===== config.mk =====
export PLATFORM = sky130hd
export DESIGN_NAME = keyword_token_lexer
export DESIGN_NICKNAME = d
export VERILOG_FILES = /design/src/rtl/kwlex_pkg.sv /design/src/rtl/kwlex_core.sv /design/src/rtl/kwlex_outq.sv /design/src/rtl/keyword_token_lexer.sv
export SDC_FILE = /design/constraint.sdc
export NUM_CORES = 1
export LEC_CHECK = 0
export ABC_AREA = 1
export BUFFER_PORTS_ARGS = -buffer_cell sky130_fd_sc_hd__buf_2
export CORE_MARGIN = 3
export CORE_UTILIZATION = 40
export CTS_CLUSTER_SIZE = 28
export DETAILED_ROUTE_END_ITERATION = 7
export PLACE_DENSITY_LB_ADDON = 0.12
export SETUP_SLACK_MARGIN = 0.02
export SKIP_CTS_REPAIR_TIMING = 1
export SLEW_MARGIN = 40
export SYNTH_ARGS = -nofsm -noshare
export SYNTH_HDL_FRONTEND = slang
export SYNTH_SLANG_ARGS = --single-unit

===== constraint.sdc =====
create_clock -name clk -period 2.9 [get_ports clk]
set_input_delay 0.145 -clock clk [delete_from_list [all_inputs] [get_ports clk]]
set_output_delay 0.145 -clock clk [all_outputs]
set_load 0.02 [all_outputs]

===== src/rtl/kwlex_pkg.sv =====
// kwlex_pkg: shared types, token codes, scan modes and character constants
// for the keyword token lexer. No dependencies.
`timescale 1ns / 1ps

package kwlex_pkg;

	localparam int WORD_BUFFER_LEN_DEF = 6;
	localparam int OUTQ_DEPTH = 4;
	localparam int KW_COUNT = 8;
	localparam int KW_MAX_LEN = 6;

	// token kinds; keywords take codes 0..7 in KW_TEXT order
	localparam logic [4:0] TK_ASSIGN  = 5'd8;
	localparam logic [4:0] TK_EQUAL   = 5'd9;
	localparam logic [4:0] TK_LESS    = 5'd10;
	localparam logic [4:0] TK_PLUS    = 5'd11;
	localparam logic [4:0] TK_MINUS   = 5'd12;
	localparam logic [4:0] TK_TIMES   = 5'd13;
	localparam logic [4:0] TK_DIVIDE  = 5'd14;
	localparam logic [4:0] TK_LPAREN  = 5'd15;
	localparam logic [4:0] TK_RPAREN  = 5'd16;
	localparam logic [4:0] TK_SEMI    = 5'd17;
	localparam logic [4:0] TK_NUMBER  = 5'd18;
	localparam logic [4:0] TK_IDENT   = 5'd19;
	localparam logic [4:0] TK_ENDFILE = 5'd20;
	localparam logic [4:0] TK_ERROR   = 5'd21;

	// scan modes
	localparam logic [2:0] MODE_START   = 3'd0;
	localparam logic [2:0] MODE_COMMENT = 3'd1;
	localparam logic [2:0] MODE_NUMBER  = 3'd2;
	localparam logic [2:0] MODE_WORD    = 3'd3;
	localparam logic [2:0] MODE_COLON   = 3'd4;

	// characters
	localparam logic [7:0] CH_SPACE  = 8'h20;
	localparam logic [7:0] CH_TAB    = 8'h09;
	localparam logic [7:0] CH_NL     = 8'h0A;
	localparam logic [7:0] CH_LBRACE = 8'h7B;
	localparam logic [7:0] CH_RBRACE = 8'h7D;
	localparam logic [7:0] CH_COLON  = 8'h3A;
	localparam logic [7:0] CH_EQ     = 8'h3D;
	localparam logic [7:0] CH_PLUS   = 8'h2B;
	localparam logic [7:0] CH_MINUS  = 8'h2D;
	localparam logic [7:0] CH_STAR   = 8'h2A;
	localparam logic [7:0] CH_SLASH  = 8'h2F;
	localparam logic [7:0] CH_LT     = 8'h3C;
	localparam logic [7:0] CH_LPAREN = 8'h28;
	localparam logic [7:0] CH_RPAREN = 8'h29;
	localparam logic [7:0] CH_SEMI   = 8'h3B;
	localparam logic [7:0] CH_0      = 8'h30;
	localparam logic [7:0] CH_9      = 8'h39;
	localparam logic [7:0] CH_LA     = 8'h61;
	localparam logic [7:0] CH_LZ     = 8'h7A;
	localparam logic [7:0] CH_UA     = 8'h41;
	localparam logic [7:0] CH_UZ     = 8'h5A;

	// keyword text, unused tail bytes are zero and never compared
	localparam logic [7:0] KW_TEXT [KW_COUNT][KW_MAX_LEN] = '{
		'{8'h69, 8'h66, 8'h00, 8'h00, 8'h00, 8'h00},  // if
		'{8'h74, 8'h68, 8'h65, 8'h6E, 8'h00, 8'h00},  // then
		'{8'h65, 8'h6C, 8'h73, 8'h65, 8'h00, 8'h00},  // else
		'{8'h65, 8'h6E, 8'h64, 8'h00, 8'h00, 8'h00},  // end
		'{8'h72, 8'h65, 8'h70, 8'h65, 8'h61, 8'h74},  // repeat
		'{8'h75, 8'h6E, 8'h74, 8'h69, 8'h6C, 8'h00},  // until
		'{8'h72, 8'h65, 8'h61, 8'h64, 8'h00, 8'h00},  // read
		'{8'h77, 8'h72, 8'h69, 8'h74, 8'h65, 8'h00}   // write
	};
	localparam logic [2:0] KW_LEN [KW_COUNT] = '{
		3'd2, 3'd4, 3'd4, 3'd3, 3'd6, 3'd5, 3'd4, 3'd5
	};

	typedef struct packed {
		logic [4:0] kind;
		logic       last;
	} tok_t;

	// tokens produced by one transaction, cnt is 0..2
	typedef struct packed {
		logic [1:0] cnt;
		tok_t       tok0;
		tok_t       tok1;
	} push_t;

	typedef struct packed {
		logic       has;
		logic [4:0] kind;
		logic [2:0] mode;
		logic       word;
	} start_t;

	function automatic start_t scan_start(logic [7:0] c, logic eof);
		start_t r;
		r.has  = 1'b1;
		r.kind = TK_ERROR;
		r.mode = MODE_START;
		r.word = 1'b0;
		if (eof) begin
			r.kind = TK_ENDFILE;
		end else begin
			case (c) inside
				CH_SPACE, CH_TAB, CH_NL: r.has = 1'b0;
				CH_LBRACE: begin
					r.has  = 1'b0;
					r.mode = MODE_COMMENT;
				end
				[CH_0:CH_9]: begin
					r.has  = 1'b0;
					r.mode = MODE_NUMBER;
				end
				[CH_LA:CH_LZ], [CH_UA:CH_UZ]: begin
					r.has  = 1'b0;
					r.mode = MODE_WORD;
					r.word = 1'b1;
				end
				CH_COLON: begin
					r.has  = 1'b0;
					r.mode = MODE_COLON;
				end
				CH_PLUS:   r.kind = TK_PLUS;
				CH_MINUS:  r.kind = TK_MINUS;
				CH_STAR:   r.kind = TK_TIMES;
				CH_SLASH:  r.kind = TK_DIVIDE;
				CH_EQ:     r.kind = TK_EQUAL;
				CH_LT:     r.kind = TK_LESS;
				CH_LPAREN: r.kind = TK_LPAREN;
				CH_RPAREN: r.kind = TK_RPAREN;
				CH_SEMI:   r.kind = TK_SEMI;
				default:   r.kind = TK_ERROR;
			endcase
		end
		return r;
	endfunction

endpackage


===== src/rtl/kwlex_core.sv =====
// kwlex_core: scan mode, word buffer and per-character token decision.
// Depends on kwlex_pkg.
`timescale 1ns / 1ps

module kwlex_core #(
	parameter int WORD_BUFFER_LEN = kwlex_pkg::WORD_BUFFER_LEN_DEF
) (
	input  logic              clk,
	input  logic              arst_n,
	input  logic              accept,
	input  logic [7:0]        char_code,
	input  logic              end_of_input,
	output kwlex_pkg::push_t  push
);

	localparam int LW = $clog2(WORD_BUFFER_LEN + 2);
	localparam int IW = $clog2(WORD_BUFFER_LEN);
	localparam logic [LW-1:0] LEN_MAX  = LW'(WORD_BUFFER_LEN);
	localparam logic [LW-1:0] LEN_LONG = LW'(WORD_BUFFER_LEN + 1);

	logic [2:0]    mode_q;
	logic [LW-1:0] len_q;
	logic [7:0]    chars_q [WORD_BUFFER_LEN];

	logic [2:0]    mode_n;
	logic [LW-1:0] len_n;
	logic          wr_en;
	logic [IW-1:0] wr_idx;
	logic          first_has;
	logic [4:0]    first_kind;
	logic          rescan;
	logic          is_digit;
	logic          is_letter;
	logic [4:0]    word_kind;
	logic          kw_hit;
	kwlex_pkg::start_t st0;
	kwlex_pkg::start_t st1;

	assign is_digit  = char_code inside {[kwlex_pkg::CH_0:kwlex_pkg::CH_9]};
	assign is_letter = char_code inside {[kwlex_pkg::CH_LA:kwlex_pkg::CH_LZ],
		[kwlex_pkg::CH_UA:kwlex_pkg::CH_UZ]};

	// keyword lookup over the first six kept letters
	always_comb begin
		logic hit;
		word_kind = kwlex_pkg::TK_IDENT;
		kw_hit    = 1'b0;
		for (int k = 0; k < kwlex_pkg::KW_COUNT; k++) begin
			hit = (len_q == LW'(kwlex_pkg::KW_LEN[k]));
			for (int i = 0; i < kwlex_pkg::KW_MAX_LEN; i++) begin
				if (i < int'(kwlex_pkg::KW_LEN[k]) && chars_q[i] != kwlex_pkg::KW_TEXT[k][i])
					hit = 1'b0;
			end
			if (hit && !kw_hit) begin
				word_kind = 5'(k);
				kw_hit    = 1'b1;
			end
		end
	end

	always_comb begin
		mode_n     = mode_q;
		len_n      = len_q;
		wr_en      = 1'b0;
		wr_idx     = '0;
		first_has  = 1'b0;
		first_kind = kwlex_pkg::TK_ERROR;
		rescan     = 1'b0;
		st0        = kwlex_pkg::scan_start(char_code, end_of_input);
		st1        = st0;
		case (mode_q)
			kwlex_pkg::MODE_COMMENT: begin
				if (end_of_input) begin
					first_has  = 1'b1;
					first_kind = kwlex_pkg::TK_ENDFILE;
					mode_n     = kwlex_pkg::MODE_START;
				end else if (char_code == kwlex_pkg::CH_RBRACE) begin
					mode_n = kwlex_pkg::MODE_START;
				end
			end
			kwlex_pkg::MODE_NUMBER: begin
				if (end_of_input || !is_digit) begin
					first_has  = 1'b1;
					first_kind = kwlex_pkg::TK_NUMBER;
					mode_n     = kwlex_pkg::MODE_START;
					rescan     = 1'b1;
				end
			end
			kwlex_pkg::MODE_WORD: begin
				if (!end_of_input && is_letter) begin
					if (len_q < LEN_MAX) begin
						wr_en  = 1'b1;
						wr_idx = len_q[IW-1:0];
						len_n  = len_q + LW'(1);
					end else begin
						len_n = LEN_LONG;
					end
				end else begin
					first_has  = 1'b1;
					first_kind = word_kind;
					len_n      = '0;
					mode_n     = kwlex_pkg::MODE_START;
					rescan     = 1'b1;
				end
			end
			kwlex_pkg::MODE_COLON: begin
				first_has = 1'b1;
				mode_n    = kwlex_pkg::MODE_START;
				if (!end_of_input && char_code == kwlex_pkg::CH_EQ) begin
					first_kind = kwlex_pkg::TK_ASSIGN;
				end else begin
					first_kind = kwlex_pkg::TK_ERROR;
					rescan     = 1'b1;
				end
			end
			default: begin
				// start mode, and any stray code recovers the same way
				first_has  = st0.has;
				first_kind = st0.kind;
				mode_n     = st0.mode;
				if (st0.word) begin
					wr_en  = 1'b1;
					wr_idx = '0;
					len_n  = LW'(1);
				end
			end
		endcase
		if (rescan) begin
			mode_n = st1.mode;
			if (st1.word) begin
				wr_en  = 1'b1;
				wr_idx = '0;
				len_n  = LW'(1);
			end
		end
	end

	always_comb begin
		push.cnt       = 2'd0;
		push.tok0.kind = first_kind;
		push.tok0.last = 1'b1;
		push.tok1.kind = st1.kind;
		push.tok1.last = 1'b1;
		if (accept && first_has) begin
			if (rescan && st1.has) begin
				push.cnt       = 2'd2;
				push.tok0.last = 1'b0;
			end else begin
				push.cnt = 2'd1;
			end
		end
	end

	always_ff @(posedge clk or negedge arst_n) begin
		if (!arst_n) begin
			mode_q <= kwlex_pkg::MODE_START;
			len_q  <= '0;
		end else if (accept) begin
			mode_q <= mode_n;
			len_q  <= len_n;
		end
	end

	always_ff @(posedge clk) begin
		if (accept && wr_en)
			chars_q[wr_idx] <= char_code;
	end

	// word length is nonzero exactly while a word is being collected
	a_len_idle: assert property (@(posedge clk) disable iff (!arst_n)
		(mode_q != kwlex_pkg::MODE_WORD) |-> (len_q == '0))
		else $error("word length left over outside a word");
	a_len_word: assert property (@(posedge clk) disable iff (!arst_n)
		(mode_q == kwlex_pkg::MODE_WORD) |-> (len_q != '0 && len_q <= LEN_LONG))
		else $error("word length out of range inside a word");

endmodule


===== src/rtl/kwlex_outq.sv =====
// kwlex_outq: small token queue, takes up to two tokens per cycle and
// delivers one while out_stall is low. Depends on kwlex_pkg.
`timescale 1ns / 1ps

module kwlex_outq (
	input  logic             clk,
	input  logic             arst_n,
	input  kwlex_pkg::push_t push,
	output logic             full,
	output logic             out_valid,
	input  logic             out_stall,
	output logic [4:0]       token_kind,
	output logic             last_token
);

	localparam int PW = $clog2(kwlex_pkg::OUTQ_DEPTH);
	localparam int CW = $clog2(kwlex_pkg::OUTQ_DEPTH + 1);

	kwlex_pkg::tok_t entry_q [kwlex_pkg::OUTQ_DEPTH];
	logic [PW-1:0]   wr_ptr_q;
	logic [PW-1:0]   rd_ptr_q;
	logic [CW-1:0]   count_q;
	logic            pop;

	assign out_valid  = (count_q != '0);
	assign pop        = out_valid && !out_stall;
	assign token_kind = entry_q[rd_ptr_q].kind;
	assign last_token = entry_q[rd_ptr_q].last;
	// room for a full two-token transaction is required
	assign full       = (count_q > CW'(kwlex_pkg::OUTQ_DEPTH - 2));

	always_ff @(posedge clk or negedge arst_n) begin
		if (!arst_n) begin
			wr_ptr_q <= '0;
			rd_ptr_q <= '0;
			count_q  <= '0;
		end else begin
			wr_ptr_q <= wr_ptr_q + PW'(push.cnt);
			if (pop)
				rd_ptr_q <= rd_ptr_q + PW'(1);
			count_q <= count_q + CW'(push.cnt) - CW'(pop);
		end
	end

	always_ff @(posedge clk) begin
		if (push.cnt != 2'd0)
			entry_q[wr_ptr_q] <= push.tok0;
		if (push.cnt == 2'd2)
			entry_q[wr_ptr_q + PW'(1)] <= push.tok1;
	end

	a_no_overflow: assert property (@(posedge clk) disable iff (!arst_n)
		count_q <= CW'(kwlex_pkg::OUTQ_DEPTH))
		else $error("token queue overflow");
	a_push_room: assert property (@(posedge clk) disable iff (!arst_n)
		(push.cnt != 2'd0) |-> !full)
		else $error("tokens pushed without room");

endmodule


===== src/rtl/keyword_token_lexer.sv =====
// keyword_token_lexer: top level, scanner core plus output token queue.
// Depends on kwlex_pkg, kwlex_core, kwlex_outq.
`timescale 1ns / 1ps

// Takes one source byte (or an end-of-input mark) per transaction and
// returns token kinds, one per output transaction, last_token marking the
// final token a byte caused. A byte is taken every cycle while the
// four-entry token queue holds at most two tokens; the first token of a
// byte is offered the cycle after it is taken, unless older tokens wait.
// Unstalled output runs at one token per cycle, so a byte that yields two
// tokens (a number, word or lone colon ended by a byte that is a token
// itself, or by the end mark) needs an extra output transaction and can
// briefly stall steady input; words longer than the buffer stay identifiers.

module keyword_token_lexer #(
	parameter int WORD_BUFFER_LEN = kwlex_pkg::WORD_BUFFER_LEN_DEF
) (
	input  logic       clk,
	input  logic       arst_n,
	input  logic       in_valid,
	output logic       in_stall,
	input  logic [7:0] char_code,
	input  logic       end_of_input,
	output logic       out_valid,
	input  logic       out_stall,
	output logic [4:0] token_kind,
	output logic       last_token
);

	logic             accept;
	logic             full;
	kwlex_pkg::push_t push;

	assign in_stall = full;
	assign accept   = in_valid && !full;

	kwlex_core #(
		.WORD_BUFFER_LEN(WORD_BUFFER_LEN)
	) u_core (
		.clk          (clk),
		.arst_n       (arst_n),
		.accept       (accept),
		.char_code    (char_code),
		.end_of_input (end_of_input),
		.push         (push)
	);

	kwlex_outq u_outq (
		.clk        (clk),
		.arst_n     (arst_n),
		.push       (push),
		.full       (full),
		.out_valid  (out_valid),
		.out_stall  (out_stall),
		.token_kind (token_kind),
		.last_token (last_token)
	);

endmodule


==> flow_summary.toml <==
[finish]
finalNetCount = 657
multi_input_area_sq_um = 2060
area_growth_pct = 13.5
n_antenna_cell = 0
num-fill-cells = 1127
drive_gt1_frac = 0.106
seq_area_sq_um = 2450

[global_routing]
grt_max_degree = 16
track_usage = 0.190
grt_pass1_wl_um = 19300
grt_pass1_vias = 3738
grt-ovfl-total = 0
antenna_found_initial = 0

[worst_setup_path]
crit_slowest_cell = "fa_1"
cp_num_buf_inv = 3
crit_chain = "inv_1, nand2_1, nor2_1, inv_1, nand2_1, nor2_2, nand3_2, nand2_2, nor2_4, inv_1, ha_1, fa_1, xnor2_1, xor2_1"
reg2reg_depth = 14
r2r_slack_ns = 0.30
cp-start-kind = "register"
critical-path-max-stage-delay_ns = 0.44
critPathKind = "reg -> reg"
worstPathRequired_ns = 3.17
crit_top_cell = "inv_1"
cp_max_fo = 5
end_kind = "register"
path_delay_family = "simple AND/OR/NAND/NOR gates"
cp.depth = 14
arrival_ns = 2.86

[logic_synthesis]
synth_edf_count = 68
synth.distinct_cells = 37
synth_fp_nets = 619
synthFlopType = "edfxtp_1"
synthAdderAreaFrac = 0.0274
synth_area_per_cell_sq_um = 8.13
synth_top_family_by_area = "simple AND/OR/NAND/NOR gates"
yosys.area_share.simple = 0.314
synthCells = 596
synth-seq-cells = 85
yosys_warnings = 0
netlist_area_sq_um = 4850
async_flop_share = 0.153
synthMuxAreaShare = 0
synth_compound_area_frac = 0.0720
synth_xor_xnor_area_share = 0.0108
synth_seq_area_share = 0.505

[floorplanning]
fp.dieH_um = 116
core_area_sq_um = 11600
num_io_pins = 21
die_w_um = 116
rows = 39
dieArea_sq_um = 13500
initial_utilization = 0.417

[timing]
setup_viol = 0
rsz0062_at_grt = "no"
slew_headroom = 0.664
hold_viol = 0
fin_tns_setup_ns = 0
max_freq_mhz = 385
tightest_slew_ns = 0.503
whs_ns = 0.104
timing.final.crit_share = 0.896
slew_viol_final = 0
fin_crit_ns = 2.60
skew_ns = 0.00623

[clock_network]
cts_tree = "built"
htreeDepth = 3
cts_buffers = 9
cts_sinks = 85
cts_buffer_depth = 2
clk_pin_slew_ns = 0.06
cts_root_buf = "clkbuf_16"
insertion_delay_ns = 0.34

[pwr]
p_leak_uw = 0.00233
power_frac_seq = 0.396
p_int_uw = 2680
p_clk_frac = 0.290
power_frac_comb = 0.314
p_total_uw = 4130
p_sw_frac = 0.353
p_sw_uw = 1460
ir_drop_v = 0.000474
p_per_area_nw_per_um2 = 752

[routing]
avgRoutedWirePerCell_um = 15.3
ant_nets = 0
dr.pass1.iters = 5
first_iter_violations = 327
vias = 4098
viasPerCell = 5.24
routed_wirelength_um = 12000
drcViolationCount = 0

[place]
place_congestion = 0.918
io_buffers = 20
hpwl_um = 9560

[hold_path]
hp-class = "in -> reg"
hold-path-cell-count = 1

[flow_run]
maxCapViolations = 0

[outcome]
status = "complete, no violations"
-- worst paths after layout --
path,start,end
min in group asynchronous,arst_n,u_core.len_q[0]$_DFFE_PN0P_
worst max-delay path,u_core.mode_q[2]$_DFFE_PN0P_,u_outq.count_q[2]$_DFF_PN0_
max in group asynchronous,arst_n,u_outq.count_q[0]$_DFF_PN0_
worst min register to register,u_outq.entry_q[2][0]$_SDFFE_PP1P_,u_outq.entry_q[2][0]$_SDFFE_PP1P_
worst min-delay path,char_code[6],u_core.chars_q[4][6]$_DFFE_PP_
worst max register to register,u_core.mode_q[2]$_DFFE_PN0P_,u_outq.count_q[2]$_DFF_PN0_
-- power by group through the flow --
stage,clock (uW),sequential [uW],combinational (uW)
3_5_place_dp,0,1660,1290
3_3_place_gp,0,1660,1290
5_1_grt,1280,1660,1460
6_report,1200,1640,1300
2_1_floorplan,0,1610,961
4_1_cts,1230,1640,1300
-- area by class of cell --
| type | instances | area share |
|---|---|---|
| Clock inverter | 6 | 0.0157 |
| Multi-Input combinational cell | 422 | 0.374 |
| Timing Repair Buffer | 31 | 0.0337 |
| Clock buffer | 10 | 0.0416 |
| Tap cell | 143 | 0.0325 |
| Inverter | 85 | 0.0580 |
| Sequential cell | 85 | 0.445 |
-- flip-flops by register name (all words and copies together), names as in the netlist --
register         cells
u_core.chars_q      48
u_core.mode_q        3
u_outq.count_q       3
u_outq.rd_ptr_q      2
u_outq.wr_ptr_q      2
u_core.len_q         3
u_outq.entry_q      24
-- cell usage in the layout (no fill, tap or decap), drive strengths merged, types with 2 or more instances in the layout --
master and n:
nand2 138, nor2 113, inv 86, edfxtp 68, nand3 43, buf 30
o21ai 30, nand4 23, nor3 19, a21oi 17, dfrtp 13, clkbuf 10
ha 9, o22ai 7, xor2 5, nand3b 4, dfxtp 4, nor4 3
clkinv 3, nor3b 2, o21bai 2, bufinv 2
-- routing by layer --
layer,GRT usage,vias up,part of all wire
li1,-,2062,-
met1,0.271,1923,0.49
met2,0.291,102,0.45
met3,0.0475,11,0.047
met4,0.0503,0,0.013
met5,0,-,0
-- cells by family after synthesis --
| group | after synthesis |
|---|---|
| AOI/OAI and AO/OA | 60 |
| DFF | 85 |
| buffers and inverters | 89 |
| xor gates and xnor gates | 6 |
| adders and majority gates | 10 |
| and+or+nand+nor | 346 |
-- through the flow --
| stage | cell area (sq um) | setup WS, ns | cells | utilization |
|---|---|---|---|---|
| final | 5500 | 0.303 | 782 | 0.474 |
| after global routing | 5500 | 0.0309 | 782 | 0.474 |
| after CTS | 5490 | 0.307 | 781 | 0.473 |
| after detailed placement | 5180 | 0.307 | 765 | 0.446 |
| after global placement | 5180 | 0.320 | 765 | 0.446 |
| after floorplan | 4850 | 0.229 | 596 | - |
-- synthesized netlist by cell type (2+ instances only) --
library cell | n | area share
nand3b_1 | 4 | 0.0062
clkbuf_1 | 2 | 0.0015
o21bai_1 | 2 | 0.0031
xor2_1 | 5 | 0.0090
nand4_1 | 23 | 0.030
o21ai_0 | 18 | 0.019
nor3_1 | 19 | 0.020
dfxtp_1 | 4 | 0.017
nand2_1 | 134 | 0.10
nor3b_1 | 2 | 0.0031
nor2_2 | 8 | 0.010
inv_1 | 81 | 0.063
nand3_1 | 41 | 0.042
a21oi_1 | 15 | 0.015
inv_2 | 4 | 0.0031
nor2_1 | 103 | 0.080
nand3_2 | 2 | 0.0041
o22ai_1 | 7 | 0.0090
edfxtp_1 | 68 | 0.42
dfrtp_1 | 13 | 0.067
nor4_1 | 3 | 0.0039
nand2_2 | 4 | 0.0052
ha_1 | 9 | 0.023
nor2_4 | 2 | 0.0046
o21ai_1 | 11 | 0.011
Power figures use the tool's default switching activity.
